**config.mk**
```make
export PLATFORM = sky130hd
export DESIGN_NAME = kexp_front
export DESIGN_NICKNAME = d
export VERILOG_FILES = /design/src/design/kexp_pkg.sv /design/src/design/kexp_front.sv
export SDC_FILE = /design/constraint.sdc
export NUM_CORES = 2
export LEC_CHECK = 0
export ABC_AREA = 1
export ABC_CLOCK_PERIOD_IN_PS = 6110
export BUFFER_PORTS_ARGS = -buffer_cell sky130_fd_sc_hd__clkbuf_2
export CAP_MARGIN = 20
export CORE_UTILIZATION = 35
export CTS_BUF_LIST = sky130_fd_sc_hd__clkbuf_4
export DETAILED_ROUTE_END_ITERATION = 8
export SLEW_MARGIN = 20
export SYNTH_ARGS = -nofsm -noshare
export SYNTH_HDL_FRONTEND = slang
export SYNTH_SLANG_ARGS = --single-unit
```
**constraint.sdc**
```tcl
create_clock -name i_clk -period 6.11 [get_ports i_clk]
set_input_delay 0.611 -clock i_clk [delete_from_list [all_inputs] [get_ports i_clk]]
set_output_delay 0.611 -clock i_clk [all_outputs]
set_load 0.05 [all_outputs]
```
**src/design/kexp_pkg.sv**
```systemverilog
// shared types and constants for the kronecker edge expander
package kexp_pkg;

    localparam int CFG_W   = 21;   // vertex count register width
    localparam int PART_W  = 5;    // partition count register width
    localparam int VPP_W   = 42;   // vertices per partition width
    localparam int QB      = 5;    // quotient bits below the saturation point
    localparam int QW      = QB + 1;
    localparam int ID_W    = 40;   // product id field width
    localparam int PID_W   = 4;    // partition id field width
    localparam int EDGE_W  = 48;   // partition counter field width
    localparam int ADDR_W  = 4;
    localparam int DATA_W  = 32;

    localparam logic [PID_W-1:0] PID_SAT = '1;

    // register index codes (byte address bits [3:2])
    localparam logic [1:0] REG_KRON  = 2'd0;
    localparam logic [1:0] REG_BASE  = 2'd1;
    localparam logic [1:0] REG_PARTS = 2'd2;
    localparam logic [1:0] REG_UNDIR = 2'd3;

    // two-entry queue between front and back
    localparam int Q_DEPTH = 2;
    localparam int Q_PTR_W = 1;
    localparam int Q_CNT_W = 2;

    typedef struct packed {
        logic [CFG_W-1:0]  base_count;
        logic [PART_W-1:0] parts;       // zero already mapped to one
        logic              undirected;
        logic [VPP_W-1:0]  vpp;
        logic              busy;
    } t_cfg;

endpackage

```
**src/design/kexp_front.sv**
```systemverilog
// front end: takes edge pairs, filters backward pairs, forms product ids
module kexp_front
    import kexp_pkg::*;
#(
    parameter int VERTEX_BITS = 20,
    parameter int PROD_W      = VERTEX_BITS + CFG_W
) (
    input  logic                   i_clk,
    input  logic                   i_rst_n,
    input  t_cfg                   i_cfg,
    input  logic                   i_in_valid,
    output logic                   o_in_stall,
    input  logic [VERTEX_BITS-1:0] i_kron_src,
    input  logic [VERTEX_BITS-1:0] i_kron_dst,
    input  logic [VERTEX_BITS-1:0] i_base_src,
    input  logic [VERTEX_BITS-1:0] i_base_dst,
    output logic                   o_push,
    input  logic                   i_full,
    output logic                   o_kept,
    output logic [PROD_W-1:0]      o_vs,
    output logic [PROD_W-1:0]      o_vd
);

    localparam logic [1:0] F_IDLE = 2'd0;
    localparam logic [1:0] F_MS   = 2'd1;
    localparam logic [1:0] F_MD   = 2'd2;
    localparam logic [1:0] F_PUSH = 2'd3;

    logic [1:0]             r_state;
    logic [1:0]             n_state;
    logic [VERTEX_BITS-1:0] r_ks, r_kd, r_bs, r_bd;
    logic                   r_kept;
    logic [PROD_W-1:0]      r_prod;
    logic [PROD_W-1:0]      r_vs;
    logic                   w_accept;
    logic                   w_drop;

    assign o_in_stall = (r_state != F_IDLE) | i_cfg.busy;
    assign w_accept   = i_in_valid & ~o_in_stall;
    assign w_drop     = i_cfg.undirected &
                        ((i_kron_dst < i_kron_src) |
                         ((i_kron_dst == i_kron_src) & (i_base_dst < i_base_src)));

    assign o_push = (r_state == F_PUSH) & ~i_full;
    assign o_kept = r_kept;
    assign o_vs   = r_vs;
    assign o_vd   = r_prod + PROD_W'(r_bd);

    always_comb begin
        n_state = r_state;
        unique case (r_state)
            F_IDLE: if (w_accept) n_state = w_drop ? F_PUSH : F_MS;
            F_MS:   n_state = F_MD;
            F_MD:   n_state = F_PUSH;
            F_PUSH: if (!i_full) n_state = F_IDLE;
        endcase
    end

    always_ff @(posedge i_clk) begin
        if (!i_rst_n) r_state <= F_IDLE;
        else          r_state <= n_state;
    end

    // one multiplier shared by both endpoints
    always_ff @(posedge i_clk) begin
        if (w_accept) begin
            r_ks   <= i_kron_src;
            r_kd   <= i_kron_dst;
            r_bs   <= i_base_src;
            r_bd   <= i_base_dst;
            r_kept <= ~w_drop;
        end
        if (r_state == F_MS)
            r_prod <= PROD_W'(r_ks) * PROD_W'(i_cfg.base_count);
        if (r_state == F_MD) begin
            r_vs   <= r_prod + PROD_W'(r_bs);
            r_prod <= PROD_W'(r_kd) * PROD_W'(i_cfg.base_count);
        end
    end

endmodule

```
==> results.txt <==
clk_skew: 0.0572 ns
crit-path max FO: 5
core area: 111000 µm²
Synth Register Bits: 165
final WL: 128000 µm
share of cells above drive strength 1: 16.2%
Slew Limit Fails: 0
Critical Path RT: 6.70 ns
die height: 338 µm
latest clock arrival within the worst-skew pair: 0.86 ns
Mapped Cells: 5149
critical path capture point type: register
# H-tree levels: 4
Final Hold Violating Endpoints: 0
Layout area overhead: 20.7%
initial DRC count: 2521
root buffer cell: clkbuf_4
Tot GR Track Use: 22.8%
worst setup path endpoint: r_prod[38]
DIE AREA: 114000 µm²
top cells by area, synth: fa_1, inv_1, nand2_1
initial core utilization: 35.5%
Slew HR: 37.5%
Final Cycle Share: 101%
critical path's slowest cell: fa_1
Worst Setup Start Kind: register
first-pass GRT wire length: 201000 µm
crit-path max cell delay: 0.62 ns
Die W: 338 µm
Slew @ Worst Pin: 0.937 ns
status: finished, violations left
remaining routing DRC violations: 0
global route total overflow: 0
critical path class: reg -> reg
HP Class: in -> reg
vias in the first global route: 35600
post-DP HPWL: 109000 µm
CTS tree: built
WP data arrival: 6.78 ns
crit path from: r_ks[5]
WL/cell: 17.8 µm
Synth Cell Area: 39500 µm²
IO Count: 239
most used cell, CP: fa_1
1st-pass router iterations: 9
RD Place Congestion: 0.973
antenna violations before repair: 7
fmax: 162 MHz
Layout Nets: 6919
worst setup margin: -0.0779 ns
R2R cell count: 24
worst-path cell chain: buf_4 -> buf_6 -> buf_6 -> nand2_2 -> fa_1 -> inv_1 -> fa_1 -> inv_1 -> fa_1 -> inv_1 -> fa_1 -> fa_1 -> fa_1 -> ha_4 -> ha_4 -> a21oi_1 -> buf_4 -> o21ai_0 -> a21oi_1 -> nor2_1 -> nor2_1 -> nand3_1 -> nand3_1 -> nand2_1
vias: 34200
flop2flop setup slack: -0.08 ns
CTS sink cnt: 165
Seq/Total Area, Yosys: 12.5%
Synth top area share: 34.3%
syn nets: 6366
Avg Cell Area, Syn: 7.68 µm²
reg2reg start: r_ks[5]
failing checks: setup timing
IO Port Bufs: 191
largest net degree at the start of global routing: 57
Setup violations, final: 3
placed cell area: 45200 µm²
Tmin final: 6.19 ns
Synth Warn #: 0
CTS Buffer Depth: 2
clock slew seen by the registers of the worst setup and hold paths: 0.17 ns
maxcap violations: 0
commonest non-fill, non-tap cell in the layout: inv_1
unrepaired setup endpoints after global routing: yes
Synth area leader: fa_1
post-route antenna net violation count: 0
commonest non-fill, non-tap cells in the layout: inv_1, nand2_1, fa_1
row count: 122
Finished Cell Area: 47700 µm²
Via-to-Cell Ratio: 4.75
Num CTS Buffers: 17
worst r2r dst: r_prod[38]
Yosys cell types: 51
==> how the worst min path moves through the flow <==
stage              startpoint         end  depth (start not counted)
2_1_floorplan      r_state[1]  r_state[1]                          2
3_3_place_gp       r_state[1]  r_state[1]                          2
3_5_place_dp       r_state[1]  r_state[1]                          2
4_1_cts        i_kron_dst[12]    r_kd[12]                          1
5_1_grt         i_kron_src[7]     r_ks[7]                          1
6_report       i_kron_dst[12]    r_kd[12]                          1
==> cells in the mapped netlist, drive strengths merged <==
cell type,instances
inv,1450
nand2,1448
fa,678
ha,385
nor2,209
a21oi,182
clkbuf,171
edfxtp,163
o21ai,131
nand3,125
xor2,58
nand4,27
nor3,22
xnor2,15
a21o,13
o21bai,13
nand3b,9
o211ai,9
a21boi,8
o21a,8
nor4,5
buf,3
clkinv,2
dfxtp,2
nor3b,2
o22ai,2
o31ai,2
a211oi,1
a31oi,1
and3,1
nand2b,1
o2111ai,1
o221ai,1
or2,1
==> kinds of logic after synthesis <==
| family | Yosys count | synth area share (%) |
|---|---|---|
| simple gates | 1850 | 18.6 |
| buf+inv | 1626 | 15.4 |
| fa+ha+maj | 1063 | 46.5 |
| compound gates | 372 | 5.33 |
| flops | 165 | 12.5 |
| xor+xnor | 73 | 1.62 |
==> metal layers <==
| metal | GRT usage (%) | vias to the layer above | routed length [µm] |
|---|---|---|---|
| met3 | 3.48 | 162 | 7890 |
| met2 | 37.5 | 1009 | 59400 |
| met4 | 6.89 | 2 | 4120 |
| met5 | 0 | - | 12 |
| li1 | - | 16200 | - |
| met1 | 30.8 | 16900 | 56900 |
==> stage by stage <==
step	TNS [ns]	std cells	utilization [%]	setup WS [ns]	hold WS, ns
2_1_floorplan	0	5149	-	0.0399	0.474
3_3_place_gp	-15.69	7068	40.6	-0.685	0.528
3_5_place_dp	-16.96	7068	40.6	-0.742	0.539
4_1_cts	-0.0660	7191	42.2	-0.0255	0.00836
5_1_grt	-5.55	7206	42.9	-0.265	0.0322
6_report	-0.132	7212	42.9	-0.0779	0.0649
==> repair_timing <==
item,CTS,global route
pin swaps,26,55
setup endpoints to repair,29,32
hold buffers,75,0
hold endpoints to repair,75,0
buffers inserted,15,13
cloned,1,0
gates resized for setup,163,160
==> cell type report <==
| class | instances | area (µm²) |
|---|---|---|
| antenna | 9 | 22.5 |
| clock buffer | 19 | 143 |
| timing repair buffer | 708 | 5450 |
| clock inverter | 13 | 146 |
| fill | 11200 | 63500 |
| sequential | 165 | 4930 |
| inverter | 1452 | 5450 |
| multi-input combinational | 3358 | 29700 |
| tap | 1488 | 1860 |
==> flip-flops by register name, indices dropped and copies added (netlist names) <==
register and cells:
r_bs 20, r_kd 20, o_vs 41, r_state 2
r_bd 20, r_prod 41, r_ks 20, o_kept 1
==> worst max-delay path: cells and delay by family, from the launching register on <==
family | cells | cell delay [ns]
AO/OA/AOI/OAI | 3 | 0.53
adder cells (fa/ha/maj) | 8 | 3.71
buffers and inverters | 7 | 0.71
flip-flops | 1 | 0.43
AND/OR/NAND/NOR | 6 | 0.56
Power is not shown: default switching activity piles up to over one toggle a cycle in this logic, so the estimate is an artifact.
