==> src/design/kexp_pkg.sv <==
// shared types and constants for the kronecker edge expander
package kexp_pkg;

    localparam int CFG_W   = 21;   // vertex count register width
    localparam int PART_W  = 5;    // partition count register width
    localparam int VPP_W   = 42;   // vertices per partition width
    localparam int QB      = 5;    // quotient bits below the saturation point
    localparam int QW      = QB + 1;
    localparam int ID_W    = 40;   // product id field width
    localparam int PID_W   = 4;    // partition id field width
    localparam int EDGE_W  = 48;   // partition counter field width
    localparam int ADDR_W  = 4;
    localparam int DATA_W  = 32;

    localparam logic [PID_W-1:0] PID_SAT = '1;

    // register index codes (byte address bits [3:2])
    localparam logic [1:0] REG_KRON  = 2'd0;
    localparam logic [1:0] REG_BASE  = 2'd1;
    localparam logic [1:0] REG_PARTS = 2'd2;
    localparam logic [1:0] REG_UNDIR = 2'd3;

    // two-entry queue between front and back
    localparam int Q_DEPTH = 2;
    localparam int Q_PTR_W = 1;
    localparam int Q_CNT_W = 2;

    typedef struct packed {
        logic [CFG_W-1:0]  base_count;
        logic [PART_W-1:0] parts;       // zero already mapped to one
        logic              undirected;
        logic [VPP_W-1:0]  vpp;
        logic              busy;
    } t_cfg;

endpackage

==> src/design/kexp_back.sv <==
// back end: partition lookup, counter update and result register
module kexp_back
    import kexp_pkg::*;
#(
    parameter int MAX_PARTITIONS = 16,
    parameter int COUNT_BITS     = 48,
    parameter int PROD_W         = 41
) (
    input  logic              i_clk,
    input  logic              i_rst_n,
    input  t_cfg              i_cfg,
    input  logic              i_empty,
    output logic              o_pop,
    input  logic              i_kept,
    input  logic [PROD_W-1:0] i_vs,
    input  logic [PROD_W-1:0] i_vd,
    output logic              o_out_valid,
    input  logic              i_out_stall,
    output logic              o_kept,
    output logic [ID_W-1:0]   o_out_src,
    output logic [ID_W-1:0]   o_out_dst,
    output logic [PID_W-1:0]  o_src_part,
    output logic [PID_W-1:0]  o_dst_part,
    output logic [EDGE_W-1:0] o_src_part_edges,
    output logic [EDGE_W-1:0] o_dst_part_edges,
    output logic              o_range_error
);

    localparam int IDX_W = (MAX_PARTITIONS > 1) ? $clog2(MAX_PARTITIONS) : 1;
    localparam int SH_W  = VPP_W + QB;
    localparam int DW    = (PROD_W > SH_W) ? PROD_W : SH_W;

    localparam logic [2:0] B_IDLE = 3'd0;
    localparam logic [2:0] B_DIV  = 3'd1;
    localparam logic [2:0] B_CHK  = 3'd2;
    localparam logic [2:0] B_RDS  = 3'd3;
    localparam logic [2:0] B_WRS  = 3'd4;
    localparam logic [2:0] B_RDD  = 3'd5;
    localparam logic [2:0] B_WRD  = 3'd6;
    localparam logic [2:0] B_OUT  = 3'd7;

    logic [2:0]            r_state;
    logic [2:0]            n_state;
    logic                  r_kept;
    logic [PROD_W-1:0]     r_vs;
    logic [PROD_W-1:0]     r_vd;
    logic [PROD_W-1:0]     r_rem;
    logic [2:0]            r_k;
    logic [QW-1:0]         r_q;
    logic                  r_which;
    logic [QW-1:0]         r_qs;
    logic [QW-1:0]         r_qd;
    logic                  r_err;
    logic [COUNT_BITS-1:0] r_cnt_s;
    logic [COUNT_BITS-1:0] r_cnt_d;
    logic [COUNT_BITS-1:0] r_total;
    logic                  r_out_valid;

    logic [COUNT_BITS-1:0] r_mem [MAX_PARTITIONS];
    logic                  r_vld [MAX_PARTITIONS];
    logic [COUNT_BITS-1:0] r_rd_data;
    logic                  r_rd_vld;

    logic [DW-1:0]         w_shift;
    logic                  w_ge;
    logic [QW-1:0]         w_q;
    logic                  w_done;
    logic                  w_ok;
    logic [IDX_W-1:0]      w_idx_s;
    logic [IDX_W-1:0]      w_idx_d;
    logic [IDX_W-1:0]      w_raddr;
    logic [COUNT_BITS-1:0] w_inc;
    logic                  w_load;

    // shift-subtract divide, saturating at 2**QB
    assign w_shift = DW'(i_cfg.vpp) << r_k;
    assign w_ge    = DW'(r_rem) >= w_shift;
    assign w_q     = w_ge ? (r_q | (QW'(1) << r_k)) : r_q;
    assign w_done  = (w_ge && r_k == 3'(QB)) || (r_k == '0);

    assign w_ok    = (r_qs < QW'(i_cfg.parts)) && (r_qd < QW'(i_cfg.parts)) &&
                     (32'(r_qs) < MAX_PARTITIONS) && (32'(r_qd) < MAX_PARTITIONS);
    assign w_idx_s = IDX_W'(r_qs);
    assign w_idx_d = IDX_W'(r_qd);
    assign w_raddr = (r_state == B_RDS) ? w_idx_s : w_idx_d;
    assign w_inc   = (r_rd_vld ? r_rd_data : '0) + COUNT_BITS'(1);
    assign w_load  = (r_state == B_OUT) && (!r_out_valid || !i_out_stall);
    assign o_pop   = (r_state == B_IDLE) && !i_empty;

    always_comb begin
        n_state = r_state;
        unique case (r_state)
            B_IDLE: if (!i_empty) n_state = i_kept ? B_DIV : B_OUT;
            B_DIV:  if (w_done && r_which) n_state = B_CHK;
            B_CHK:  n_state = w_ok ? B_RDS : B_OUT;
            B_RDS:  n_state = B_WRS;
            B_WRS:  n_state = B_RDD;
            B_RDD:  n_state = B_WRD;
            B_WRD:  n_state = B_OUT;
            B_OUT:  if (w_load) n_state = B_IDLE;
        endcase
    end

    always_ff @(posedge i_clk) begin
        if (!i_rst_n) begin
            r_state     <= B_IDLE;
            r_total     <= '0;
            r_out_valid <= 1'b0;
        end else begin
            r_state <= n_state;
            if (r_state == B_CHK) r_total <= r_total + COUNT_BITS'(1);
            if (w_load)            r_out_valid <= 1'b1;
            else if (!i_out_stall) r_out_valid <= 1'b0;
        end
    end

    always_ff @(posedge i_clk) begin
        unique case (r_state)
            B_IDLE: begin
                r_kept  <= i_kept;
                r_vs    <= i_vs;
                r_vd    <= i_vd;
                r_rem   <= i_vs;
                r_k     <= 3'(QB);
                r_q     <= '0;
                r_which <= 1'b0;
                r_err   <= 1'b0;
            end
            B_DIV: begin
                if (w_done) begin
                    if (r_which) r_qd <= w_q;
                    else         r_qs <= w_q;
                    r_rem   <= r_vd;
                    r_k     <= 3'(QB);
                    r_q     <= '0;
                    r_which <= 1'b1;
                end else begin
                    if (w_ge) r_rem <= PROD_W'(DW'(r_rem) - w_shift);
                    r_q <= w_q;
                    r_k <= r_k - 3'd1;
                end
            end
            B_CHK: r_err <= !w_ok;
            B_WRS: r_cnt_s <= w_inc;
            B_WRD: r_cnt_d <= w_inc;
            B_RDS, B_RDD, B_OUT: ;
        endcase
    end

    // partition counters, registered read, valid bit per entry
    always_ff @(posedge i_clk) begin
        if (r_state == B_WRS) r_mem[w_idx_s] <= w_inc;
        if (r_state == B_WRD) r_mem[w_idx_d] <= w_inc;
        r_rd_data <= r_mem[w_raddr];
    end

    always_ff @(posedge i_clk) begin
        if (!i_rst_n) begin
            for (int i = 0; i < MAX_PARTITIONS; i++) r_vld[i] <= 1'b0;
            r_rd_vld <= 1'b0;
        end else begin
            if (r_state == B_WRS) r_vld[w_idx_s] <= 1'b1;
            if (r_state == B_WRD) r_vld[w_idx_d] <= 1'b1;
            r_rd_vld <= r_vld[w_raddr];
        end
    end

    always_ff @(posedge i_clk) begin
        if (w_load) begin
            o_kept    <= r_kept;
            o_out_src <= r_kept ? ID_W'(r_vs) : '0;
            o_out_dst <= r_kept ? ID_W'(r_vd) : '0;
            o_src_part <= !r_kept ? '0 : (r_qs > QW'(PID_SAT)) ? PID_SAT : PID_W'(r_qs);
            o_dst_part <= !r_kept ? '0 : (r_qd > QW'(PID_SAT)) ? PID_SAT : PID_W'(r_qd);
            o_src_part_edges <= (!r_kept || r_err) ? '0 :
                                (r_qs == r_qd) ? EDGE_W'(r_cnt_d) : EDGE_W'(r_cnt_s);
            o_dst_part_edges <= (!r_kept || r_err) ? '0 : EDGE_W'(r_cnt_d);
            o_range_error    <= r_kept && r_err;
        end
    end

    assign o_out_valid = r_out_valid;

endmodule

==> config.mk <==
export PLATFORM = sky130hd
export DESIGN_NAME = kexp_back
export DESIGN_NICKNAME = d
export VERILOG_FILES = /design/src/design/kexp_pkg.sv /design/src/design/kexp_back.sv
export SDC_FILE = /design/constraint.sdc
export NUM_CORES = 2
export LEC_CHECK = 0
export BUFFER_PORTS_ARGS = -buffer_cell sky130_fd_sc_hd__buf_2
export CORE_ASPECT_RATIO = 0.7
export CORE_MARGIN = 2
export CORE_UTILIZATION = 45
export CTS_CLUSTER_DIAMETER = 80
export DETAILED_ROUTE_END_ITERATION = 8
export PLACE_DENSITY = 0.61
export SLEW_MARGIN = 25
export SYNTH_ARGS = -nofsm -noshare
export SYNTH_HDL_FRONTEND = slang
export SYNTH_SLANG_ARGS = --single-unit
==> constraint.sdc <==
create_clock -name i_clk -period 15.3 [get_ports i_clk]
set_input_delay 0 -clock i_clk [delete_from_list [all_inputs] [get_ports i_clk]]
set_output_delay 0 -clock i_clk [all_outputs]
set_load 0.01 [all_outputs]
==> metrics.txt <==
multi-input logic area between 10,000 and 15,000 sq um; # hold bufs at CTS around 160; post-synth top area cell edfxtp_1; input/output buffers 321; initial DRC count between 3,000 and 4,000; fin crit share 0.390; DR pass1 iterations 6; Post-Synth Adder-Cell Area 0.0134; layout cells sized above 1 0.154; DRC violations left 0; Routed Antenna Nets 0; largest net degree at the start of global routing approximately 200; cell area after synthesis roughly 53,000 sq um; grt total ovfl 0; Max IR drop VDD around 0.11 mV; Worst Path Arrival roughly 6300 ps; Core Area ~120,000 sq um; gr busiest metal met2; CTS tree yes; CP peak stage delay between 800 and 900 ps; R2R cell count 11; Clock transition at path regs 70 ps; Worst Hold Depth 2; I/O Pins approximately 350; most frequent cells in the layout 1,196 x edfxtp_1, 540 x nand2_1, 349 x and2_1; Final min period a little under 6000 ps; Leakage between 20 and 25 nW; DIE AREA 120,000 sq um; Slew HR 0.280; final estimated routing congestion in global placement around 0.9; Resize count post-CTS 0; Synth Area in XOR/XNOR 0.0127; design area 62,000 sq um; via/cell ratio between 5 and 6; wire per inst approximately 22 um; RSZ-0062 raised after global routing false; CTS max path bufs 3; #FFs+latches synth roughly 1,300; antenna violations before repair 6; mux cell area share after synthesis 0.0347; simple-gate portion of the synthesized area 0.111; DP Wirelength 71,400 um; Fin. Hold Viols 0; post-synthesis compound-gate area fraction 0.103; initial core utilization 0.453; Clock Skew about 21 ps; Fill cells approximately 9,700; worst skew pair latency ~730 ps; largest family of logic cells by synthesized area simple AND/OR/NAND/NOR gates; met1 Use GR 0.315; # clock sinks approximately 1,300; Cell Rows between 100 and 150; Post-synth EDFFs 1,196; Distinct cells, synth approximately 70; Seq/Total Area, Yosys 0.704; via count 32,823; fin nets approximately 4,500; Synth async-reset ratio 0; Yosys top cell area share 0.678; Worst EP required approximately 16,000 ps; first-pass GRT wire length around 200,000 um; Synthesis Warnings 0; syn_area_per_cell ~14 sq um; met3 global-route usage 0.0452; final WL approximately 130,000 um; max_cap viols 0; Worst Tran Pin Value ~1100 ps; setup violators final 0; Synth Net Count approximately 4,000; CTS Buf Count about 120; Setup TNS 0 ps; Startpoint Class flop; outcome complete, no violations; Final Util 0.530; synthesized instance count approximately 3,800; worst-path fanout max 40; clk root buf clkbuf_16; Power Density between 100 and 150 nW/um^2; Die X ~410 um; critical path capture point type flop; worst min-delay path category input port to flop; die height approximately 290 um; DP Area 56,300 sq um; Area Overhead vs Synth 17.1%; cell breakdown of the critical path buf_4 > clkinv_1 > mux2i_1 > ha_1 > nand4_1 > a211o_1 > a311oi_2 > o31ai_2 > or4b_4 > and3_2 > nor3_1; main area contributors after synthesis edfxtp_1 68%, and2_1 4.1%, nand2_1 3.8%, a211oi_1 3.5%, dfxtp_1 2.6%; Slew Viols, Final 0; sequential cell area ~37,000 sq um; fmax between 0.15 and 0.2 GHz; Crit-path slowest cell clkinv_1; vias in the first global route ~32,000; most common cell after layout, fill and taps aside edfxtp_1; critical path class flop to flop; Synth Flop Type edfxtp_1; setup bufs post-CTS 0; M2 GR Usage 0.324; Tot GR Track Use 0.214; H-Tree Depth 3
final cells by class:
cell class                 count  share of cell area
sequential                  1265               0.601
multi-input combinational   2284               0.239
timing repair buffer         543              0.0605
clock buffer                 169              0.0555
tap                         1551              0.0313
clock inverter                63             0.00950
inverter                      44             0.00266
antenna                        7            0.000282
synthesized netlist by cell type, drive strengths merged (4+ instances only):
| library cell | number |
|---|---|
| inv | 43 |
| o21ai | 85 |
| nor2 | 109 |
| a21boi | 10 |
| or3 | 12 |
| o21bai | 5 |
| and3 | 18 |
| a21oi | 153 |
| a311oi | 99 |
| and2 | 364 |
| edfxtp | 1196 |
| mux4 | 30 |
| and4 | 5 |
| mux2i | 114 |
| or2 | 4 |
| xnor2 | 56 |
| nor4 | 8 |
| o21a | 17 |
| o2111ai | 4 |
| nand2b | 13 |
| ha | 55 |
| a31oi | 112 |
| a211oi | 250 |
| nand3b | 5 |
| a21o | 19 |
| nand4 | 15 |
| a2111oi | 5 |
| dfxtp | 69 |
| nand3 | 65 |
| a211o | 4 |
| nor3 | 23 |
| clkbuf | 226 |
| o211ai | 12 |
| buf | 18 |
| nand2 | 542 |
| nor2b | 14 |
| xor2 | 21 |
routing by layer:
metal / vias up / routed length (um)
met5: - / 0
met4: 0 / 2690
met3: 161 / 8950
met2: 981 / 58400
met1: 16299 / 60100
li1: 15382 / -
state kept, by name (all words and copies together) (netlist names), 3 cells and up:
register and count:
r_k 3, o_out_dst 40, o_out_src 40, r_vld 16, r_cnt_d 48, o_src_part 4
o_dst_part_edges 48, r_rd_data 48, r_vd 41, r_vs 40, r_qs 6, o_dst_part 4
r_state 3, r_rem 41, r_qd 6, r_cnt_s 48, o_src_part_edges 48, r_mem 768
r_q 6
report_power, final:
part	internal (mW)	leakage [nW]	switching, mW
clock network	1.69	1.96	1.31
logic	0.709	7.84	1.31
registers	4.14	11.7	0.103
path summary, 6_finish.rpt:
path / from / to / slack [ps]
setup / recovery: r_k[2] / r_qs[0] / 9340
setup reg to reg: r_k[2] / r_qs[0] / 9340
hold reg to reg: r_vld[5] / r_vld[5] / 450
hold / removal: i_vs[22] / r_vs[22] / 50
critical path, delay by kind of cell, from the launching register on:
| family | cells | cell delay, ps |
|---|---|---|
| AO/OA/AOI/OAI | 3 | 1310 |
| adder cells (fa/ha/maj) | 1 | 280 |
| buffers and inverters | 2 | 1310 |
| flip-flops | 1 | 320 |
| multiplexers | 1 | 530 |
| AND/OR/NAND/NOR | 4 | 1810 |
kinds of logic after synthesis:
family / Yosys count
DFF: 1265
xor gates and xnor gates: 77
buffers and inverters: 288
adders and majority gates: 56
muxes: 146
and+or+nand+nor: 1206
AOI/OAI and AO/OA: 799
through the flow:
stage               setup slack (ps)  total power [mW]  hold slack, ps  instances
global placement                9540              6.23             178       5529
detailed placement              9540              6.25             178       5530
finish                          9340              9.27            50.9       5926
CTS                             9500              9.28           0.541       5917
global route                    9000              9.68            7.64       5922
floorplan                       4620              5.67            46.6       3837
Note: power is estimated with default switching activity, not from simulation.
