==> config.mk <==
export PLATFORM = sky130hd
export DESIGN_NAME = kexp_fifo
export DESIGN_NICKNAME = d
export VERILOG_FILES = /design/src/design/kexp_pkg.sv /design/src/design/kexp_fifo.sv
export SDC_FILE = /design/constraint.sdc
export NUM_CORES = 1
export LEC_CHECK = 0
export BUFFER_PORTS_ARGS = -buffer_cell sky130_fd_sc_hd__buf_2
export CAP_MARGIN = 20
export CORE_AREA = 2 2 39 41
export DETAILED_ROUTE_END_ITERATION = 10
export DIE_AREA = 0 0 41 43
export GPL_TIMING_DRIVEN = 0
export RECOVER_POWER = 25
export SYNTH_ARGS = -nofsm -noshare
export SYNTH_HDL_FRONTEND = slang
export SYNTH_SLANG_ARGS = --single-unit
==> constraint.sdc <==
create_clock -name i_clk -period 1.6 [get_ports i_clk]
set_input_delay 0.24 -clock i_clk [delete_from_list [all_inputs] [get_ports i_clk]]
set_output_delay 0.24 -clock i_clk [all_outputs]
set_load 0.01 [all_outputs]
==> src/design/kexp_pkg.sv <==
// shared types and constants for the kronecker edge expander
package kexp_pkg;

    localparam int CFG_W   = 21;   // vertex count register width
    localparam int PART_W  = 5;    // partition count register width
    localparam int VPP_W   = 42;   // vertices per partition width
    localparam int QB      = 5;    // quotient bits below the saturation point
    localparam int QW      = QB + 1;
    localparam int ID_W    = 40;   // product id field width
    localparam int PID_W   = 4;    // partition id field width
    localparam int EDGE_W  = 48;   // partition counter field width
    localparam int ADDR_W  = 4;
    localparam int DATA_W  = 32;

    localparam logic [PID_W-1:0] PID_SAT = '1;

    // register index codes (byte address bits [3:2])
    localparam logic [1:0] REG_KRON  = 2'd0;
    localparam logic [1:0] REG_BASE  = 2'd1;
    localparam logic [1:0] REG_PARTS = 2'd2;
    localparam logic [1:0] REG_UNDIR = 2'd3;

    // two-entry queue between front and back
    localparam int Q_DEPTH = 2;
    localparam int Q_PTR_W = 1;
    localparam int Q_CNT_W = 2;

    typedef struct packed {
        logic [CFG_W-1:0]  base_count;
        logic [PART_W-1:0] parts;       // zero already mapped to one
        logic              undirected;
        logic [VPP_W-1:0]  vpp;
        logic              busy;
    } t_cfg;

endpackage

==> src/design/kexp_fifo.sv <==
// two-entry queue between front and back
module kexp_fifo
    import kexp_pkg::*;
#(
    parameter int W = 1
) (
    input  logic         i_clk,
    input  logic         i_rst_n,
    input  logic         i_push,
    input  logic [W-1:0] i_wdata,
    output logic         o_full,
    input  logic         i_pop,
    output logic [W-1:0] o_rdata,
    output logic         o_empty
);

    logic [W-1:0]       r_mem [Q_DEPTH];
    logic [Q_PTR_W-1:0] r_wp;
    logic [Q_PTR_W-1:0] r_rp;
    logic [Q_CNT_W-1:0] r_cnt;

    assign o_full  = (r_cnt == Q_CNT_W'(Q_DEPTH));
    assign o_empty = (r_cnt == '0);
    assign o_rdata = r_mem[r_rp];

    always_ff @(posedge i_clk) begin
        if (i_push) r_mem[r_wp] <= i_wdata;
    end

    always_ff @(posedge i_clk) begin
        if (!i_rst_n) begin
            r_wp  <= '0;
            r_rp  <= '0;
            r_cnt <= '0;
        end else begin
            if (i_push) r_wp <= r_wp + Q_PTR_W'(1);
            if (i_pop)  r_rp <= r_rp + Q_PTR_W'(1);
            r_cnt <= r_cnt + Q_CNT_W'(i_push) - Q_CNT_W'(i_pop);
        end
    end

endmodule

==> qor.csv, run 1 <==
stage,metric,value,unit
run_status,outcome,finished clean,
sta,final worst-path cycle share,0.7837,
floorplan,die width,41,um
sta,Fin Clk Skew,0.0008311,ns
floorplan,# IOs,8,
placement,HPWL after DPL,334.3,um
sta,Max Fclk,0.7975,GHz
power,switching share of power,0.2401,
route,"antenna viol nets, final",0,
layout,share of post-route cells with drive strength above 1,0.3143,
power,Psw,114.5,uW
setup_path,worst reg2reg path endpoint,r_cnt[1],
worst_hold_path,Hold Startpoint,i_wdata,
sta,final hold slack,0.2062,ns
setup_path,Required @ worst endpoint,1.36,ns
sta,min Tclk post-route,1.254,ns
clock_tree,largest buffer count on any clock path,2,
power,leakage,0.0001730,uW
global_routing,GRT overflow,0,
clock_tree,post-cts resize count,0,
clock_tree,CTS Buf Count,3,
layout,Area Overhead vs Synth,26.78,%
layout,design area,379.1,um^2
floorplan,# rows,14,
synthesis,sequential fraction of the synthesis area,0.5356,
layout,Nets,43,
layout,Util after Layout,0.2740,
synthesis,Syn Std Cell Area,299.0,um^2
setup_path,Reg2Reg Setup Slack,0.35,ns
power,Sequential Power Share,0.453,
synthesis,Avg Inst Size Synth,12.46,um^2
floorplan,die height,43,um
route,Initial DRC Count,3,
global_routing,Tot GR Track Use,0.07078,
synthesis,Netlist cell types,12,
floorplan,Initial Utilization,0.2161,
synthesis,syn_nets,31,
sta,Final Hold Viols,0,
layout,Final Instance Count excl. Fillers,51,
synthesis,synthesis-stage register bit count,7,
job,max cap viols,0,
clock_tree,CTS tree,built,
global_routing,wire length of the first global-routing pass,752,um
power,Int Power,362.3,uW
layout,Ant. Diodes,0,
clock_tree,Post-CTS Hold Fix Bufs,0,
synthesis,Ys Warns,0,
sta,Worst Tran Pin Value,0.1666,ns
global_routing,vias in the first global route,196,
clock_tree,clock transition at the registers of the reported paths,0.05,ns
placement,dpl cells,47,
placement,gp weighted congestion,0.6026,
setup_path,reg2reg start,r_cnt[0],
placement,area of placed instances,354.1,um^2
setup_path,type of origin of the critical path,register,
setup_path,R2R cell count,6,
worst_hold_path,Worst Hold End,r_mem[0],
global_routing,largest net degree at the start of global routing,6,
clock_tree,Root Driver,clkbuf_4,
worst_hold_path,Tightest Hold Check Type,in -> reg,
synthesis,top post-synthesis cells by area,"dfxtp_1, edfxtp_1, and2_1, ha_1, xnor3_1",
placement,port buffer count,7,
setup_path,crit-path max FO,1,
setup_path,CP Capture Type,output pin,
synthesis,post-synth top area share,0.3347,
setup_path,Critical Path AT,1.01,ns
global_routing,initial antenna violation count,0,
route,Routed wire per std cell,8.137,um
power,Power Density,1257,nW/um^2
sta,final setup TNS,0,ns
clock_tree,latest clock arrival within the worst-skew pair,0.25,ns
sta,Pins Over Slew Limit,0,
clock_tree,post-CTS setup buffer count,0,
layout,Fill cells,147,
power,Peak supply drop,0.4748,mV
power,Clock power frac,0.327,
synthesis,synthesized instance count,24,
route,Detailed Routing Iterations Pass 1,2,
worst_hold_path,hold depth,1,
route,Vias,188,
route,detailed-route wire length,415,um
power,combinational fraction of design power,0.219,
synthesis,post-synth top area cell,dfxtp_1,
floorplan,Core Area,1384,um^2
clock_tree,H-tree depth,1,
sta,number of setup violations in the final report,0,
setup_path,critical path class,reg -> out,
route,DRC,0,
sta,Slew headroom,0.8887,
clock_tree,# clock sinks,7,
route,Via density,3.686,
sta,RSZ-0062 raised after global routing,no,
floorplan,DIE AREA,1763,um^2
[critical path: stages (launching register included)]
cell     delay (ns)
dfxtp_1        0.32
mux2_2         0.32
buf_2          0.13
[synthesized netlist by cell type]
| cell type | number |
|---|---|
| and2_1 | 4 |
| nor2b_1 | 3 |
| mux2_2 | 1 |
| nor2b_2 | 1 |
| o21a_1 | 1 |
| nor2_1 | 1 |
| edfxtp_1 | 2 |
| xnor3_1 | 1 |
| xor2_1 | 1 |
| ha_1 | 2 |
| inv_1 | 2 |
| dfxtp_1 | 5 |
[layout make-up]
class / instances / area, um^2 / share of cell area
Clock buffer: 4 / 26.28 / 0.06931
Inverter: 2 / 7.507 / 0.01980
Multi-Input combinational cell: 15 / 131.4 / 0.3465
Sequential cell: 7 / 160.2 / 0.4224
Tap cell: 16 / 20.02 / 0.05281
Timing Repair Buffer: 7 / 33.78 / 0.08911
[worst max path at each step]
| stage | to | slack [ns] | cells past startpoint |
|---|---|---|---|
| 5_1_grt | r_cnt[1] | 0.24 | 6 |
| 2_1_floorplan | r_cnt[1] | 0.43 | 6 |
| 3_3_place_gp | r_cnt[1] | 0.37 | 6 |
| 4_1_cts | o_rdata | 0.32 | 2 |
| 6_report | o_rdata | 0.35 | 2 |
| 3_5_place_dp | r_cnt[1] | 0.34 | 6 |
[power groups by stage]
| stage | clock network, uW | logic [uW] | registers (uW) |
|---|---|---|---|
| after floorplan | 0 | 76.8 | 216 |
| after global placement | 0 | 104 | 219 |
| after detailed placement | 0 | 106 | 220 |
| after CTS | 167 | 107 | 216 |
| after global routing | 184 | 120 | 219 |
| final | 156 | 105 | 216 |
[cell usage in the layout (no fill, tap or decap), types with 2 or more instances in the layout]
cell type	n
ha_1	2
buf_2	6
nor2b_1	3
edfxtp_1	2
and2_1	4
dfxtp_1	5
clkbuf_1	2
clkbuf_4	3
inv_1	2
[per-layer routing]
metal	vias up	wire, um	global-route usage
met4	0	0	0
met2	10	161	0.08750
met3	0	54	0.09424
met1	77	199	0.07895
li1	101	-	-
met5	-	0	0
[metrics by stage]
stage	worst slack (ns)	power, uW
finish	0.3461	476.7
global route	0.2418	522.5
CTS	0.3236	489.7
detailed placement	0.3438	326.2
global placement	0.3672	323.8
floorplan	0.4327	293.3
[cells by family (layout without fill, tap and decap cells)]
family,Yosys count,count (layout),synth area share
simple gates,9,9,0.1883
flops,7,7,0.5356
fa+ha+maj,2,2,0.08367
xor+xnor,2,2,0.1046
buf+inv,2,13,0.02511
compound gates,1,1,0.02511
mux,1,1,0.03765
Note: power is estimated with default switching activity, not from simulation.
==> run 2, diff against run 1 <==
ABC_AREA = 1   (was unset)
clock period = 1.3 ns   (was 1.6 ns; I/O delays follow)
==> qor.csv, run 2 <==
stage,metric,value,unit,change
worst_hold_path,Tightest Hold Check Type,in -> reg,,
layout,register area,161.4,um^2,+0.78%
sta,Worst Tran Pin Value,0.1192,ns,-0.04742 ns
floorplan,# rows,14,,unchanged
layout,Final Instance Count excl. Fillers,65,,+27%
floorplan,die height,43,um,unchanged
sta,Pins Over Slew Limit,0,,unchanged
clock_tree,latest clock arrival within the worst-skew pair,0.25,ns,about the same
global_routing,initial antenna violation count,0,,unchanged
placement,dpl cells,60,,+28%
synthesis,post-synth top area share,0.3333,,-0.001395
synthesis,Avg Inst Size Synth,8.116,um^2,-35%
synthesis,Post-synth top cells,"nor2_1, inv_1, nand2_1, dfxtp_1",,
setup_path,CP Capture Type,output pin,,
setup_path,R2R cell count,7,,+1
placement,gp weighted congestion,0.6196,,+2.8%
clock_tree,Root Driver,clkbuf_4,,
synthesis,sequential fraction of the synthesis area,0.5333,,-0.002232
setup_path,Reg2Reg Setup Slack,0.09,ns,-0.26 ns
floorplan,# IOs,8,,unchanged
synthesis,syn_nets,44,,+42%
route,Initial DRC Count,3,,unchanged
route,Via density,3.831,,+3.9%
power,Int Power,421.8,uW,+16%
route,"antenna viol nets, final",0,,unchanged
run_status,outcome,finished clean,,
power,combinational fraction of design power,0.212,,-0.007
clock_tree,CTS Buf Count,3,,unchanged
global_routing,wire length of the first global-routing pass,676,um,-10%
job,max cap viols,0,,unchanged
floorplan,die width,41,um,unchanged
power,Power Density,1398,nW/um^2,+11%
placement,HPWL after DPL,379.8,um,+14%
sta,Slew headroom,0.9203,,+0.03155
clock_tree,CTS tree,built,,
route,Vias,249,,+32%
sta,Max Fclk,0.8251,GHz,
setup_path,crit-path max FO,1,,unchanged
sta,RSZ-0062 raised after global routing,no,,
synthesis,Post-synth top flop,dfxtp_1,,
clock_tree,largest buffer count on any clock path,2,,unchanged
layout,multi-input logic area,132.6,um^2,+0.95%
sta,Fin Clk Skew,0.0006172,ns,-0.0002139 ns
synthesis,most frequent cell after synthesis,nor2_1,,
layout,Ant. Diodes,0,,unchanged
synthesis,top post-synthesis cells by area,"dfxtp_1, edfxtp_1, nor2_1, inv_1, nand2_1",,
route,detailed-route wire length,500,um,+20%
synthesis,synthesized instance count,37,,+54%
route,Detailed Routing Iterations Pass 1,2,,unchanged
global_routing,GRT overflow,0,,unchanged
setup_path,reg2reg start,r_cnt[0],,
clock_tree,# clock sinks,7,,unchanged
floorplan,DIE AREA,1763,um^2,unchanged
power,Sequential Power Share,0.443,,-0.010
setup_path,Required @ worst endpoint,1.11,ns,-0.25 ns
synthesis,Syn Std Cell Area,300.3,um^2,+0.42%
layout,most frequent cells in the layout,"nor2_1, inv_1, buf_2",,
floorplan,Initial Utilization,0.2170,,+0.0009040
sta,Final Hold Viols,0,,unchanged
power,Tot Pwr,577.1,uW,+21%
power,Peak supply drop,0.3197,mV,-33%
layout,share of post-route cells with drive strength above 1,0.3673,,+0.05306
sta,final worst-path cycle share,0.9322,,
synthesis,post-synth top area cell,dfxtp_1,,
setup_path,worst reg2reg path endpoint,r_cnt[1],,
power,leakage,0.0002137,uW,+24%
global_routing,Tot GR Track Use,0.07229,,+0.001511
setup_path,type of origin of the critical path,register,,
setup_path,crit path to,o_rdata,,
power,switching share of power,0.2692,,+0.02915
route,DRC,0,,unchanged
setup_path,Critical Path AT,1.02,ns,about the same
synthesis,ys async rst share,0,,unchanged
synthesis,"EDFF count, synth",2,,unchanged
layout,Area Overhead vs Synth,37.50,%,
layout,Nets,57,,+33%
sta,min Tclk post-route,1.212,ns,
global_routing,largest net degree at the start of global routing,5,,-1
clock_tree,clock transition at the registers of the reported paths,0.05,ns,about the same
synthesis,synthesis-stage register bit count,7,,unchanged
sta,final hold slack,0.1424,ns,-0.06388 ns
synthesis,Ys Warns,0,,unchanged
layout,Fill cells,154,,+4.8%
setup_path,critical path class,reg -> out,,
clock_tree,H-tree depth,1,,unchanged
layout,"commonest non-fill, non-tap cell in the layout",nor2_1,,
route,Routed wire per std cell,7.692,um,-5.5%
power,Clock power frac,0.345,,+0.018
placement,port buffer count,7,,unchanged
sta,number of setup violations in the final report,0,,unchanged
power,Psw,155.4,uW,+36%
synthesis,Netlist cell types,9,,-3
global_routing,vias in the first global route,208,,+6.1%
floorplan,Core Area,1384,um^2,unchanged
[run 2: layout make-up]
type,instances,share of cell area
clock buffers,4,0.06364
inverters,8,0.07273
multi-input cells,22,0.3212
flip-flops and latches,7,0.3909
well taps,16,0.04848
repair buffers,8,0.1030
[run 2: power by group through the flow]
stage | Combinational (uW) | Sequential, uW | Clock [uW]
after global routing | 141 | 258 | 219
after CTS | 97.6 | 258 | 213
after floorplan | 65.4 | 259 | 0
final | 122 | 256 | 199
after detailed placement | 96.9 | 261 | 0
after global placement | 94.4 | 261 | 0
[run 2: layer usage]
layer | vias to the layer above | global-route usage | wire (um)
met4 | 0 | 0.08000 | 0
met2 | 7 | 0.09375 | 229
met3 | 0 | 0.09424 | 61
met1 | 108 | 0.03859 | 209
met5 | - | 0 | 0
li1 | 134 | - | -
[run 2: stage by stage]
step	setup slack, ns	TNS (ns)	area, um^2	util
floorplan	0.08886	0	300.3	-
global placement	0.02320	0	355.3	0.2568
detailed placement	-0.002105	-0.002105	355.3	0.2568
CTS	0.02345	0	382.9	0.2767
global route	0.002463	0	412.9	0.2984
finish	0.08809	0	412.9	0.2984
[run 2: cell families after synthesis]
logic type	after synthesis	share of synthesized area
buffers and inverters	8	0.1000
muxes	1	0.03750
AOI/OAI and AO/OA	1	0.01665
DFF	7	0.5334
adders and majority gates	2	0.08332
and+or+nand+nor	18	0.2291
[run 2: what timing repair did]
item                                    4_1_cts  5_1_grt
gates resized for setup                       1        6
pin swaps                                     0        5
hold buffers                                  0        0
buffers inserted                              0        1
endpoints found under the setup margin        1        1
[run 2: critical path, cell delays in order, from the launching register on]
cell     delay (ns)
dfxtp_1        0.31
mux2_2         0.32
buf_2          0.13
[run 2: worst min path at each step]
| stage | startpoint | endpoint | slack (ns) | depth (start not counted) |
|---|---|---|---|---|
| after floorplan | i_rst_n | r_cnt[0] | 0.29 | 2 |
| after global placement | i_wdata | r_mem[0] | 0.39 | 1 |
| after detailed placement | i_wdata | r_mem[1] | 0.40 | 1 |
| after CTS | i_wdata | r_mem[0] | 0.13 | 1 |
| after global routing | i_wdata | r_mem[1] | 0.13 | 1 |
| final | i_wdata | r_mem[1] | 0.14 | 1 |
