## src/design/kexp_pkg.sv

```systemverilog
// shared types and constants for the kronecker edge expander
package kexp_pkg;

    localparam int CFG_W   = 21;   // vertex count register width
    localparam int PART_W  = 5;    // partition count register width
    localparam int VPP_W   = 42;   // vertices per partition width
    localparam int QB      = 5;    // quotient bits below the saturation point
    localparam int QW      = QB + 1;
    localparam int ID_W    = 40;   // product id field width
    localparam int PID_W   = 4;    // partition id field width
    localparam int EDGE_W  = 48;   // partition counter field width
    localparam int ADDR_W  = 4;
    localparam int DATA_W  = 32;

    localparam logic [PID_W-1:0] PID_SAT = '1;

    // register index codes (byte address bits [3:2])
    localparam logic [1:0] REG_KRON  = 2'd0;
    localparam logic [1:0] REG_BASE  = 2'd1;
    localparam logic [1:0] REG_PARTS = 2'd2;
    localparam logic [1:0] REG_UNDIR = 2'd3;

    // two-entry queue between front and back
    localparam int Q_DEPTH = 2;
    localparam int Q_PTR_W = 1;
    localparam int Q_CNT_W = 2;

    typedef struct packed {
        logic [CFG_W-1:0]  base_count;
        logic [PART_W-1:0] parts;       // zero already mapped to one
        logic              undirected;
        logic [VPP_W-1:0]  vpp;
        logic              busy;
    } t_cfg;

endpackage

```

## src/design/kexp_cfg.sv

```systemverilog
// configuration registers and partition width computation
module kexp_cfg
    import kexp_pkg::*;
(
    input  logic              i_clk,
    input  logic              i_rst_n,
    input  logic              psel,
    input  logic              penable,
    input  logic              pwrite,
    input  logic [ADDR_W-1:0] paddr,
    input  logic [DATA_W-1:0] pwdata,
    output logic [DATA_W-1:0] prdata,
    output logic              pready,
    output t_cfg              o_cfg
);

    localparam logic [1:0] C_IDLE = 2'd0;
    localparam logic [1:0] C_MUL  = 2'd1;
    localparam logic [1:0] C_DIV  = 2'd2;
    localparam logic [1:0] C_FIN  = 2'd3;

    logic [CFG_W-1:0]  r_kron;
    logic [CFG_W-1:0]  r_base;
    logic [PART_W-1:0] r_parts;
    logic              r_undir;
    logic [VPP_W-1:0]  r_vpp;
    logic [1:0]        r_state;
    logic [1:0]        n_state;
    logic [VPP_W-1:0]  r_dq;
    logic [PART_W-1:0] r_drem;
    logic [5:0]        r_step;

    logic              w_wr;
    logic [1:0]        w_idx;
    logic [PART_W-1:0] w_parts;
    logic [VPP_W-1:0]  w_prod;
    logic [PART_W:0]   w_trial;
    logic              w_ge;
    logic [VPP_W-1:0]  w_ceil;

    assign pready  = 1'b1;
    assign w_wr    = psel & penable & pwrite;
    assign w_idx   = paddr[3:2];
    assign w_parts = (r_parts == '0) ? PART_W'(1) : r_parts;
    assign w_prod  = VPP_W'(r_kron) * VPP_W'(r_base);
    assign w_trial = {r_drem, r_dq[VPP_W-1]};
    assign w_ge    = w_trial >= {1'b0, w_parts};
    assign w_ceil  = r_dq + VPP_W'(r_drem != '0);

    always_comb begin
        unique case (w_idx)
            REG_KRON:  prdata = DATA_W'(r_kron);
            REG_BASE:  prdata = DATA_W'(r_base);
            REG_PARTS: prdata = DATA_W'(r_parts);
            REG_UNDIR: prdata = DATA_W'(r_undir);
        endcase
    end

    always_comb begin
        n_state = r_state;
        unique case (r_state)
            C_IDLE: n_state = C_IDLE;
            C_MUL:  n_state = C_DIV;
            C_DIV:  if (r_step == '0) n_state = C_FIN;
            C_FIN:  n_state = C_IDLE;
        endcase
        if (w_wr) n_state = C_MUL;
    end

    always_ff @(posedge i_clk) begin
        if (!i_rst_n) begin
            r_kron  <= CFG_W'(1);
            r_base  <= CFG_W'(1);
            r_parts <= PART_W'(1);
            r_undir <= 1'b0;
            r_vpp   <= VPP_W'(1);
            r_state <= C_IDLE;
        end else begin
            r_state <= n_state;
            if (w_wr) begin
                unique case (w_idx)
                    REG_KRON:  r_kron  <= pwdata[CFG_W-1:0];
                    REG_BASE:  r_base  <= pwdata[CFG_W-1:0];
                    REG_PARTS: r_parts <= pwdata[PART_W-1:0];
                    REG_UNDIR: r_undir <= pwdata[0];
                endcase
            end
            if (r_state == C_FIN && !w_wr)
                r_vpp <= (w_ceil == '0) ? VPP_W'(1) : w_ceil;
        end
    end

    // restoring divide of the vertex total, one quotient bit a cycle
    always_ff @(posedge i_clk) begin
        if (r_state == C_MUL) begin
            r_dq   <= w_prod;
            r_drem <= '0;
            r_step <= 6'(VPP_W - 1);
        end else if (r_state == C_DIV) begin
            r_dq   <= {r_dq[VPP_W-2:0], w_ge};
            r_drem <= w_ge ? PART_W'(w_trial - {1'b0, w_parts}) : w_trial[PART_W-1:0];
            r_step <= r_step - 6'd1;
        end
    end

    assign o_cfg.base_count = r_base;
    assign o_cfg.parts      = w_parts;
    assign o_cfg.undirected = r_undir;
    assign o_cfg.vpp        = r_vpp;
    assign o_cfg.busy       = (r_state != C_IDLE);

endmodule

```

## config.mk

```make
export PLATFORM = sky130hd
export DESIGN_NAME = kexp_cfg
export DESIGN_NICKNAME = d
export VERILOG_FILES = /design/src/design/kexp_pkg.sv /design/src/design/kexp_cfg.sv
export SDC_FILE = /design/constraint.sdc
export NUM_CORES = 1
export LEC_CHECK = 0
export ABC_AREA = 1
export BUFFER_PORTS_ARGS = -buffer_cell sky130_fd_sc_hd__buf_2
export CAP_MARGIN = 20
export CORE_MARGIN = 2
export CORE_UTILIZATION = 35
export DETAILED_ROUTE_END_ITERATION = 8
export GPL_TIMING_DRIVEN = 0
export PLACE_DENSITY = 0.56
export SLEW_MARGIN = 10
export SYNTH_ARGS = -nofsm -noshare
export SYNTH_HDL_FRONTEND = slang
export SYNTH_SLANG_ARGS = --single-unit
```

## constraint.sdc

```tcl
create_clock -name i_clk -period 6.5 [get_ports i_clk]
set_clock_uncertainty 0.15 [all_clocks]
set_input_delay 0.325 -clock i_clk [delete_from_list [all_inputs] [get_ports i_clk]]
set_output_delay 0.325 -clock i_clk [all_outputs]
set_load 0.01 [all_outputs]
```

==> results, run 1 <==
- The run finished with clean final reports.
- Counting flops with an async set or reset pin after synthesis yields a share of 0%.
- The number of DRC markers after the initial detailed-route iteration is 1,627.
- The die is ~260 um wide.
- STA puts the critical path data arrival time at between 6 and 7 ns.
- The kind of path behind the tightest hold check is in -> reg.
- The ratio of total power to cell area is 134 nW/um^2.
- The area growth from synthesis to layout is 21.1%.
- The number of antenna diodes in the final layout is 0.
- The post-route netlist has between 10% and 20% of its cells at a drive strength greater than 1.
- Measured against its own limit, the worst slew margin works out to roughly 40%.
- The first TritonRoute pass finished after 5 iterations.
- The maximum cell stage delay along the critical path is ~0.60 ns.
- The number of top-level design ports is approximately 140.
- The static leakage is between 15 and 20 nW.
- The kind of cell with the highest combined delay on the critical path is adder cells.
- The global-route wire length before repair is 120,000 um.
- Derived from the worst setup path, the maximum achievable clock frequency is between 150 and 200 MHz.
- The count of cell types in the netlist is 43.
- The deepest clock path buffer count is 2.
- The smallest clock period supported by the final layout is computed as approximately 6.5 ns.
- The routed length per placed instance is approximately 18 um.
- The share of the clock period used by the worst path is 99.5%.
- Hold is met by 0.0793 ns.
- The starting utilization of the core area is a little over a third.
- On the critical path, the stage with the largest delay is an instance of sky130_fd_sc_hd__fa_2.
- The final-report hold violation count is 0.
- The tool flagged a number of max-cap violations equal to 0.
- In the post-synthesis netlist, the biggest area contributors are sky130_fd_sc_hd__fa_1, sky130_fd_sc_hd__nand2_1, sky130_fd_sc_hd__inv_1.
- The pin count of the biggest net entering global routing is 38.
- The share of the core filled with cells in the final layout is about 43%.
- After clock tree synthesis, the clock-pin slew on the worst setup and hold paths is ~0.07 ns.
- The sequential cell area fraction in the yosys report is between 10% and 20%.
- The initial antenna violation count is 1.
- At the worst endpoint, the required time is ~6.6 ns.
- For this run, design rule violations remaining after detail routing come to 0.
- The number of clock buffers added by TritonCTS is 17.
- The clock tree from TritonCTS is yes.
- The type of element launching the critical path is a register.
- The area used by multi-input combinational logic is around 17,000 um^2.
- The floorplan step defined a die boundary enclosing 68,100 um^2.
- The number of global-route vias before repair was 20,800.
- The number of H-tree branching levels is 4.
- The total number of yosys warnings is 0.
- In the global route stage, met3 resource usage came out at 3.48%.
- At the pin with the least slew margin, the transition time is between 0.9 and 1 ns.
- Counting both buffers and inverters, the worst setup path holds a total of 7.
- The number of port buffers is 118.
- The global-route met2 utilization is between 30% and 40%.
- After synthesis, the mean cell area works out to 7.27 um^2.
- The global routing stage identified its most utilized layer as met2.
- The layout filler cell count is slightly below 7,000.
- The root buffer cell chosen for the clock tree is sky130_fd_sc_hd__clkbuf_16.
- In this run the worst setup path begins at r_base[12]$_SDFFE_PN0P_.
- The placed instances occupy a cell area of about 25,000 um^2.
- The number of cells on the worst reg-to-reg path is 26.
- Summed over its instances, the top area cell type makes up 31.1% of the synthesized netlist area.
- Global routing consumed, on the met1 layer, ~31% of the routing resources.
- Setup violations remaining at the end of the flow were counted as 0.
- The clock latency on the worst-skew pair is approximately 0.49 ns.
- Once layout is done, the placed cells without fillers occupy between 20,000 and 30,000 um^2.
- Dividing the detail-routed via count by the number of cells gives 4.85.
- The kind of end point of the critical path is a register.
- The total number of nets in the final design is approximately 4,000.
- Setup repair after global routing could not meet its margin everywhere.
- The worst min-delay path startpoint is paddr[3].
- The estimated wirelength of the detail-placed design is between 60,000 and 70,000 um.
- The peak fanout along the critical path is 6.
- The global-route usage over all layers is approximately a quarter.
- The number of nets still failing antenna checks after routing is 0.
- The via count is 20,900.
- The count of mapped cells out of synthesis is between 3,000 and 4,000.
- The number of cells on the worst hold path is 3.
- The synthesis-stage register bit count is approximately 150.
- The startpoint identified for the worst register-to-register timing path is r_base[12]$_SDFFE_PN0P_.
- The most numerous cell type found on the critical path is sky130_fd_sc_hd__inv_1.
- The clock sink count is about 150.
- The row count is 94.
- The routability congestion estimate is around 0.9.
- The netlist area before placement is 23,100 um^2.
- The number of max-slew violations in the final report is 0.
- VDD sags by at most approximately 0.00015 V.
- The routed wire length is ~80,000 um.
- The sequential standard cell area is roughly 3500 um^2.
- The total congestion overflow after global routing is 0.
- Counting buffers and inverters, the worst setup path is 26 cells deep.
- The classification of the worst setup path is reg -> reg.
- In this run, synthesis inferred 42 flip-flops with an integrated enable.
- In this run the vertical extent of the chip is 261 um.
- In this run the standard cell core region covers between 60,000 and 70,000 um^2.
- Among all flip-flop cells after synthesis, the most frequent one is sky130_fd_sc_hd__dfxtp_1.
- The largest area contributor in the netlist is sky130_fd_sc_hd__fa_1.
registers in the layout, summed over array words and instances, names as in the netlist:
register  flops
r_base       21
r_undir       1
r_dq         42
r_step        6
r_vpp        42
r_state       2
r_drem        5
r_kron       21
r_parts       5
per-layer routing:
layer / wire (um) / vias up
li1: - / 9851
met1: 33700 / 10300
met2: 37200 / 667
met3: 4850 / 126
met4: 2570 / 0
met5: 0 / -
placed cells by master (no fill, tap or decap), types with 33 or more instances in the layout:
cell / n
sky130_fd_sc_hd__nand2_1: 805
sky130_fd_sc_hd__inv_1: 759
sky130_fd_sc_hd__fa_1: 347
sky130_fd_sc_hd__nor2_1: 217
sky130_fd_sc_hd__ha_1: 153
sky130_fd_sc_hd__buf_2: 121
sky130_fd_sc_hd__o21ai_0: 99
sky130_fd_sc_hd__buf_4: 94
sky130_fd_sc_hd__a21oi_1: 88
sky130_fd_sc_hd__nand3_1: 70
sky130_fd_sc_hd__dfxtp_1: 63
sky130_fd_sc_hd__clkbuf_1: 45
sky130_fd_sc_hd__nand2_2: 42
sky130_fd_sc_hd__edfxtp_1: 42
sky130_fd_sc_hd__inv_2: 33
kinds of logic after synthesis:
logic type | synth area share [%]
other | 0.0325
xor gates and xnor gates | 1.10
and+or+nand+nor | 22.2
AOI/OAI and AO/OA | 6.72
adders and majority gates | 40.1
buffers and inverters | 15.4
DFF | 14.4
through the flow:
stage               TNS (ns)  cells  total power, W  setup WS, ns
floorplan                  0   3186         0.00220         0.249
global placement      -20.83   4168         0.00264        -0.966
detailed placement    -20.49   4169         0.00266        -0.913
CTS                        0   4227         0.00371       0.00281
global route           -1.04   4307         0.00398        -0.157
finish                     0   4307         0.00374        0.0312
path summary, 6_finish.rpt:
| path | end | slack, ns |
|---|---|---|
| worst max-delay path | r_dq[40]$_DFFE_PP_ | 0.03 |
| worst min register to register | r_vpp[35]$_SDFFE_PN0P_ | 0.31 |
| worst min-delay path | r_undir$_SDFFE_PN0P_ | 0.08 |
| worst max register to register | r_dq[40]$_DFFE_PP_ | 0.03 |
synthesized netlist by cell type (all sizes together) (6+ instances only):
master,n
nand2,855
or2,10
nor2,258
a31oi,6
clkbuf,126
a21oi,107
nor3,18
edfxtp,42
o21bai,9
a22o,16
nand4,18
nand3,86
xor2,18
dfxtp,103
fa,359
o21a,6
buf,15
inv,792
ha,166
o211ai,6
nand3b,9
xnor2,11
o21ai,118
worst reg2reg max path, cell delays in order (launching register included):
cell                       delay, ns
sky130_fd_sc_hd__dfxtp_4        0.44
sky130_fd_sc_hd__buf_8          0.16
sky130_fd_sc_hd__nand2_2        0.06
sky130_fd_sc_hd__fa_1           0.53
sky130_fd_sc_hd__inv_1          0.05
sky130_fd_sc_hd__fa_1           0.49
sky130_fd_sc_hd__inv_1          0.06
sky130_fd_sc_hd__fa_1           0.52
sky130_fd_sc_hd__inv_1          0.05
sky130_fd_sc_hd__fa_1           0.55
sky130_fd_sc_hd__fa_2           0.44
sky130_fd_sc_hd__fa_2           0.60
sky130_fd_sc_hd__inv_1          0.07
sky130_fd_sc_hd__fa_1           0.47
sky130_fd_sc_hd__inv_1          0.06
sky130_fd_sc_hd__ha_4           0.30
sky130_fd_sc_hd__inv_1          0.07
sky130_fd_sc_hd__o21bai_2       0.20
sky130_fd_sc_hd__a21oi_2        0.08
sky130_fd_sc_hd__o21ai_0        0.23
sky130_fd_sc_hd__a21oi_2        0.09
sky130_fd_sc_hd__nand2_2        0.14
sky130_fd_sc_hd__nand3_2        0.11
sky130_fd_sc_hd__nand2_1        0.09
sky130_fd_sc_hd__nand2_1        0.05
sky130_fd_sc_hd__nand3_1        0.07
sky130_fd_sc_hd__o21ai_1        0.08
repair_timing:
action	CTS	global route
hold buffers	21	0
cloned	0	2
setup endpoints to repair	30	21
setup buffers	5	78
pin swaps	15	114
endpoints found under the hold margin	41	0
gates resized for setup	244	378
layout make-up:
cell class / instances / area share (%)
Buffer: 141 / 5.12
Inverter: 793 / 10.6
Clock inverter: 14 / 0.546
Sequential cell: 145 / 12.3
Clock buffer: 18 / 1.61
Timing Repair Buffer: 225 / 5.41
Multi-Input combinational cell: 2107 / 60.5
Tap cell: 864 / 3.86
report_power, final:
group / switching (W) / internal, W
combinational: 0.000862 / 0.000442
clock: 0.000486 / 0.000535
sequential: 0.000224 / 0.00119
Power figures use the tool's default switching activity.
==> run 2: changes to the inputs <==
- CTS_BUF_LIST: unset -> sky130_fd_sc_hd__clkbuf_4
==> run 2 against run 1 <==
Routed wire length shrank 0.24%. Clock power shrank 36%. Sequential power is essentially flat. Highest routed layer unchanged. Combinational power is essentially flat. Total power shrank 9.9%. Register-to-register slack gained 0.03 ns.
==> results, run 2 (synthesis results as in run 1) <==
- The worst path required time was 6.81 ns (+0.25 ns).
- The static leakage is 15.3 nW (-0.94%).
- The internal cell power is 0.00184 W (-15%).
- The routed length per placed instance was 18.2 um (-0.15%).
- The top cell types in the final layout, fill and taps aside, are sky130_fd_sc_hd__nand2_1, sky130_fd_sc_hd__inv_1, sky130_fd_sc_hd__fa_1, sky130_fd_sc_hd__nor2_1, sky130_fd_sc_hd__ha_1.
- The flow ran to the end, and the final reports show no timing, DRC or antenna violations.
- The clock sink count is 145 (unchanged).
- The library cell used most frequently in the layout, excluding fill and tap cells, is sky130_fd_sc_hd__nand2_1.
- The row count is 94 (unchanged).
- The total number of nets in the final design is 3,991 (-0.13%).
- The largest registers in the layout are r_dq x42, r_vpp x42.
- The estimated wirelength of the detail-placed design is 62,900 um (unchanged).
- The worst hold slack is 0.0890 ns (+0.00971 ns).
- The layout filler cell count is 6,821 (+0.74%).
- The number of cells on the worst hold path was 4 (+1).
- The first-pass iteration count of the detailed router is 5 (unchanged).
- The post-route minimum period came to 6.44 ns (-0.0267 ns).
- The measured slew at the worst slew-check pin was 0.908 ns (+0.00659 ns).
- The worst IR drop on VDD is 0.000149 V (-0.37%).
- The final total negative setup slack came to 0 ns (unchanged).
- The fmax came to 155 MHz (+0.41%).
- The final-report hold violation count is 0 (unchanged).
- The number of global-route vias before repair is 20,900 (+0.33%).
- The sequential standard cell area is 3450 um^2 (-0.14%).
- The area growth from synthesis to layout is 19.3%.
- The number of DRC markers after the initial detailed-route iteration was 1,550 (-4.7%).
- The area used by multi-input combinational logic came to 16,900 um^2 (-0.13%).
- The routability congestion estimate is 0.919 (unchanged).
- The fraction of final layout cells with drive strength greater than 1 is 16.1% (-0.70 points).
- The global-route wire length before repair is 120,000 um (about the same).
- TritonCTS built the clock tree.
- The worst reg-to-reg path cell count was 27 (+3.8%).
- The DRC violations left is 0 (unchanged).
- The clock latency on the worst-skew pair is 0.73 ns (+0.24 ns).
- The max-capacitance violation count is 0 (unchanged).
- The die outline height is 261 um (unchanged).
- The type of element launching the critical path is a register.
- The number of H-tree branching levels is 4 (unchanged).
- The number of max-slew violations in the final report was 0 (unchanged).
- The width of the chip came to 261 um (unchanged).
- The total congestion overflow after global routing is 0 (unchanged).
- The starting utilization of the core area is 35.3% (unchanged).
- The via count is 20,800 (-0.44%).
- The root buffer cell chosen for the clock tree is sky130_fd_sc_hd__clkbuf_4.
- The number of buffers created by CTS is 17 (unchanged).
- The fraction of power consumed by combinational cells came to 38.7% (+3.8 points).
- The clock share of power came to 19.4% (-7.9 points).
- Setup repair after global routing could not meet its margin everywhere.
- The kind of end point of the critical path is a register.
- The number of nets still failing antenna checks after routing was 0 (unchanged).
- The tightest slew margin relative to the limit is 39.5% (-0.44 points).
- The share of the clock period used by the worst path came to 99.1% (-0.41 points).
- The clock slew seen by the registers of the worst setup and hold paths was 0.15 ns (+0.08 ns).
- The net switching share of the total power was 45.2% (+3.2 points).
- The worst endpoint data arrival time is 6.75 ns (+0.22 ns).
- The peak fanout along the critical path is 6 (unchanged).
- The worst setup path is of the reg -> reg kind.
- The deepest clock path buffer count came to 2 (unchanged).
- The kind of path behind the tightest hold check is in -> reg.
- The pin count of the biggest net entering global routing is 38 (unchanged).
- The number of top-level design ports came to 144 (unchanged).
- The sequential cell fraction of total power is 41.9% (+4.1 points).
- The routed wire length is 78,100 um (-0.24%).
- The ratio of total power to cell area is 122 nW/um^2 (-8.6%).
- The initial antenna violation count is 2 (+1).
- The final setup violation count is 0 (unchanged).
- The core box area is 65,500 um^2 (unchanged).
- The instance area at placement was 24,800 um^2 (unchanged).
- The share of the core filled with cells in the final layout is 42.1% (-0.64 points).
- The switching power is 0.00152 W (-3.1%).
- The per-cell via count in the routed design is 4.83 (-0.35%).
- The global-route usage over all layers is 23.6% (about the same).
- The number of port buffers is 118 (unchanged).
- The die outline area came to 68,100 um^2 (unchanged).
- The cell area after layout came to 27,600 um^2 (-1.5%).
- The total design power is 0.00337 W (-9.9%).
-- run 2: cell count changes in the layout (fill, tap and decap cells not counted), sizes merged --
cell,before,now
clkbuf,87,90
buf,276,262
bufinv,0,1
diode,0,1
dlygate4sd3,21,26
-- run 2: worst paths after layout --
check / startpoint / end / slack [ns]
worst max-delay path: r_base[11]$_SDFFE_PN0P_ / r_dq[40]$_DFFE_PP_ / 0.06
worst max register to register: r_base[11]$_SDFFE_PN0P_ / r_dq[40]$_DFFE_PP_ / 0.06
worst min-delay path: penable / r_state[1]$_SDFFE_PP0P_ / 0.09
worst min register to register: r_vpp[35]$_SDFFE_PN0P_ / r_vpp[35]$_SDFFE_PN0P_ / 0.32
-- run 2: per-stage QoR --
step	instances	setup slack [ns]
2_1_floorplan	3186	0.249
3_3_place_gp	4168	-0.966
3_5_place_dp	4169	-0.913
4_1_cts	4239	0.00187
5_1_grt	4303	-0.116
6_report	4303	0.0579
-- run 2: repair_timing --
action | in CTS | in global routing
pin swaps | 14 | 109
cloned | 0 | 1
setup buffers | 12 | 63
hold endpoints to repair | 50 | 0
hold buffers | 26 | 0
gates resized for setup | 245 | 337
endpoints found under the setup margin | 30 | 21
-- run 2: per-layer routing --
layer  vias to the layer above  part of all wire, %  track usage (%)
li1                       9834                    -                -
met2                       670                   47             39.3
met1                     10200                   43             31.3
met3                       134                  6.1             3.24
met5                         -                    0                0
met4                         0                  3.4             8.51
-- run 2: power groups by stage --
stage / Clock (W) / Sequential [W] / Combinational, W
6_report: 0.000652 / 0.00141 / 0.00130
5_1_grt: 0.000711 / 0.00144 / 0.00146
4_1_cts: 0.000678 / 0.00142 / 0.00126
3_5_place_dp: 0 / 0.00144 / 0.00122
3_3_place_gp: 0 / 0.00145 / 0.00120
2_1_floorplan: 0 / 0.00136 / 0.000840
-- run 2: layout make-up --
type / count / area share [%]
Antenna cell: 1 / 0.00908
Multi-Input combinational cell: 2107 / 61.3
Clock buffer: 17 / 0.463
Buffer: 140 / 4.79
Timing Repair Buffer: 221 / 5.53
Sequential cell: 145 / 12.5
Clock inverter: 15 / 0.663
Inverter: 793 / 10.8
Tap cell: 864 / 3.92
-- run 2: worst max-delay path: stages, from the launching register on --
cell                      delay (ns)
sky130_fd_sc_hd__dfxtp_4        0.40
sky130_fd_sc_hd__buf_12         0.15
sky130_fd_sc_hd__buf_4          0.18
sky130_fd_sc_hd__nand2_1        0.06
sky130_fd_sc_hd__inv_1          0.04
sky130_fd_sc_hd__fa_1           0.36
sky130_fd_sc_hd__inv_1          0.14
sky130_fd_sc_hd__fa_2           0.47
sky130_fd_sc_hd__fa_1           0.52
sky130_fd_sc_hd__inv_1          0.06
sky130_fd_sc_hd__fa_2           0.58
sky130_fd_sc_hd__fa_2           0.42
sky130_fd_sc_hd__fa_1           0.55
sky130_fd_sc_hd__inv_1          0.07
sky130_fd_sc_hd__fa_1           0.49
sky130_fd_sc_hd__inv_2          0.05
sky130_fd_sc_hd__ha_4           0.31
sky130_fd_sc_hd__nand2_4        0.07
sky130_fd_sc_hd__nor2_4         0.10
sky130_fd_sc_hd__inv_2          0.06
sky130_fd_sc_hd__nor2_4         0.12
sky130_fd_sc_hd__nand4_1        0.21
sky130_fd_sc_hd__nand2_2        0.21
sky130_fd_sc_hd__nand3_2        0.11
sky130_fd_sc_hd__nand2_1        0.09
sky130_fd_sc_hd__nand2_1        0.05
sky130_fd_sc_hd__nand3_1        0.07
sky130_fd_sc_hd__o21ai_1        0.08
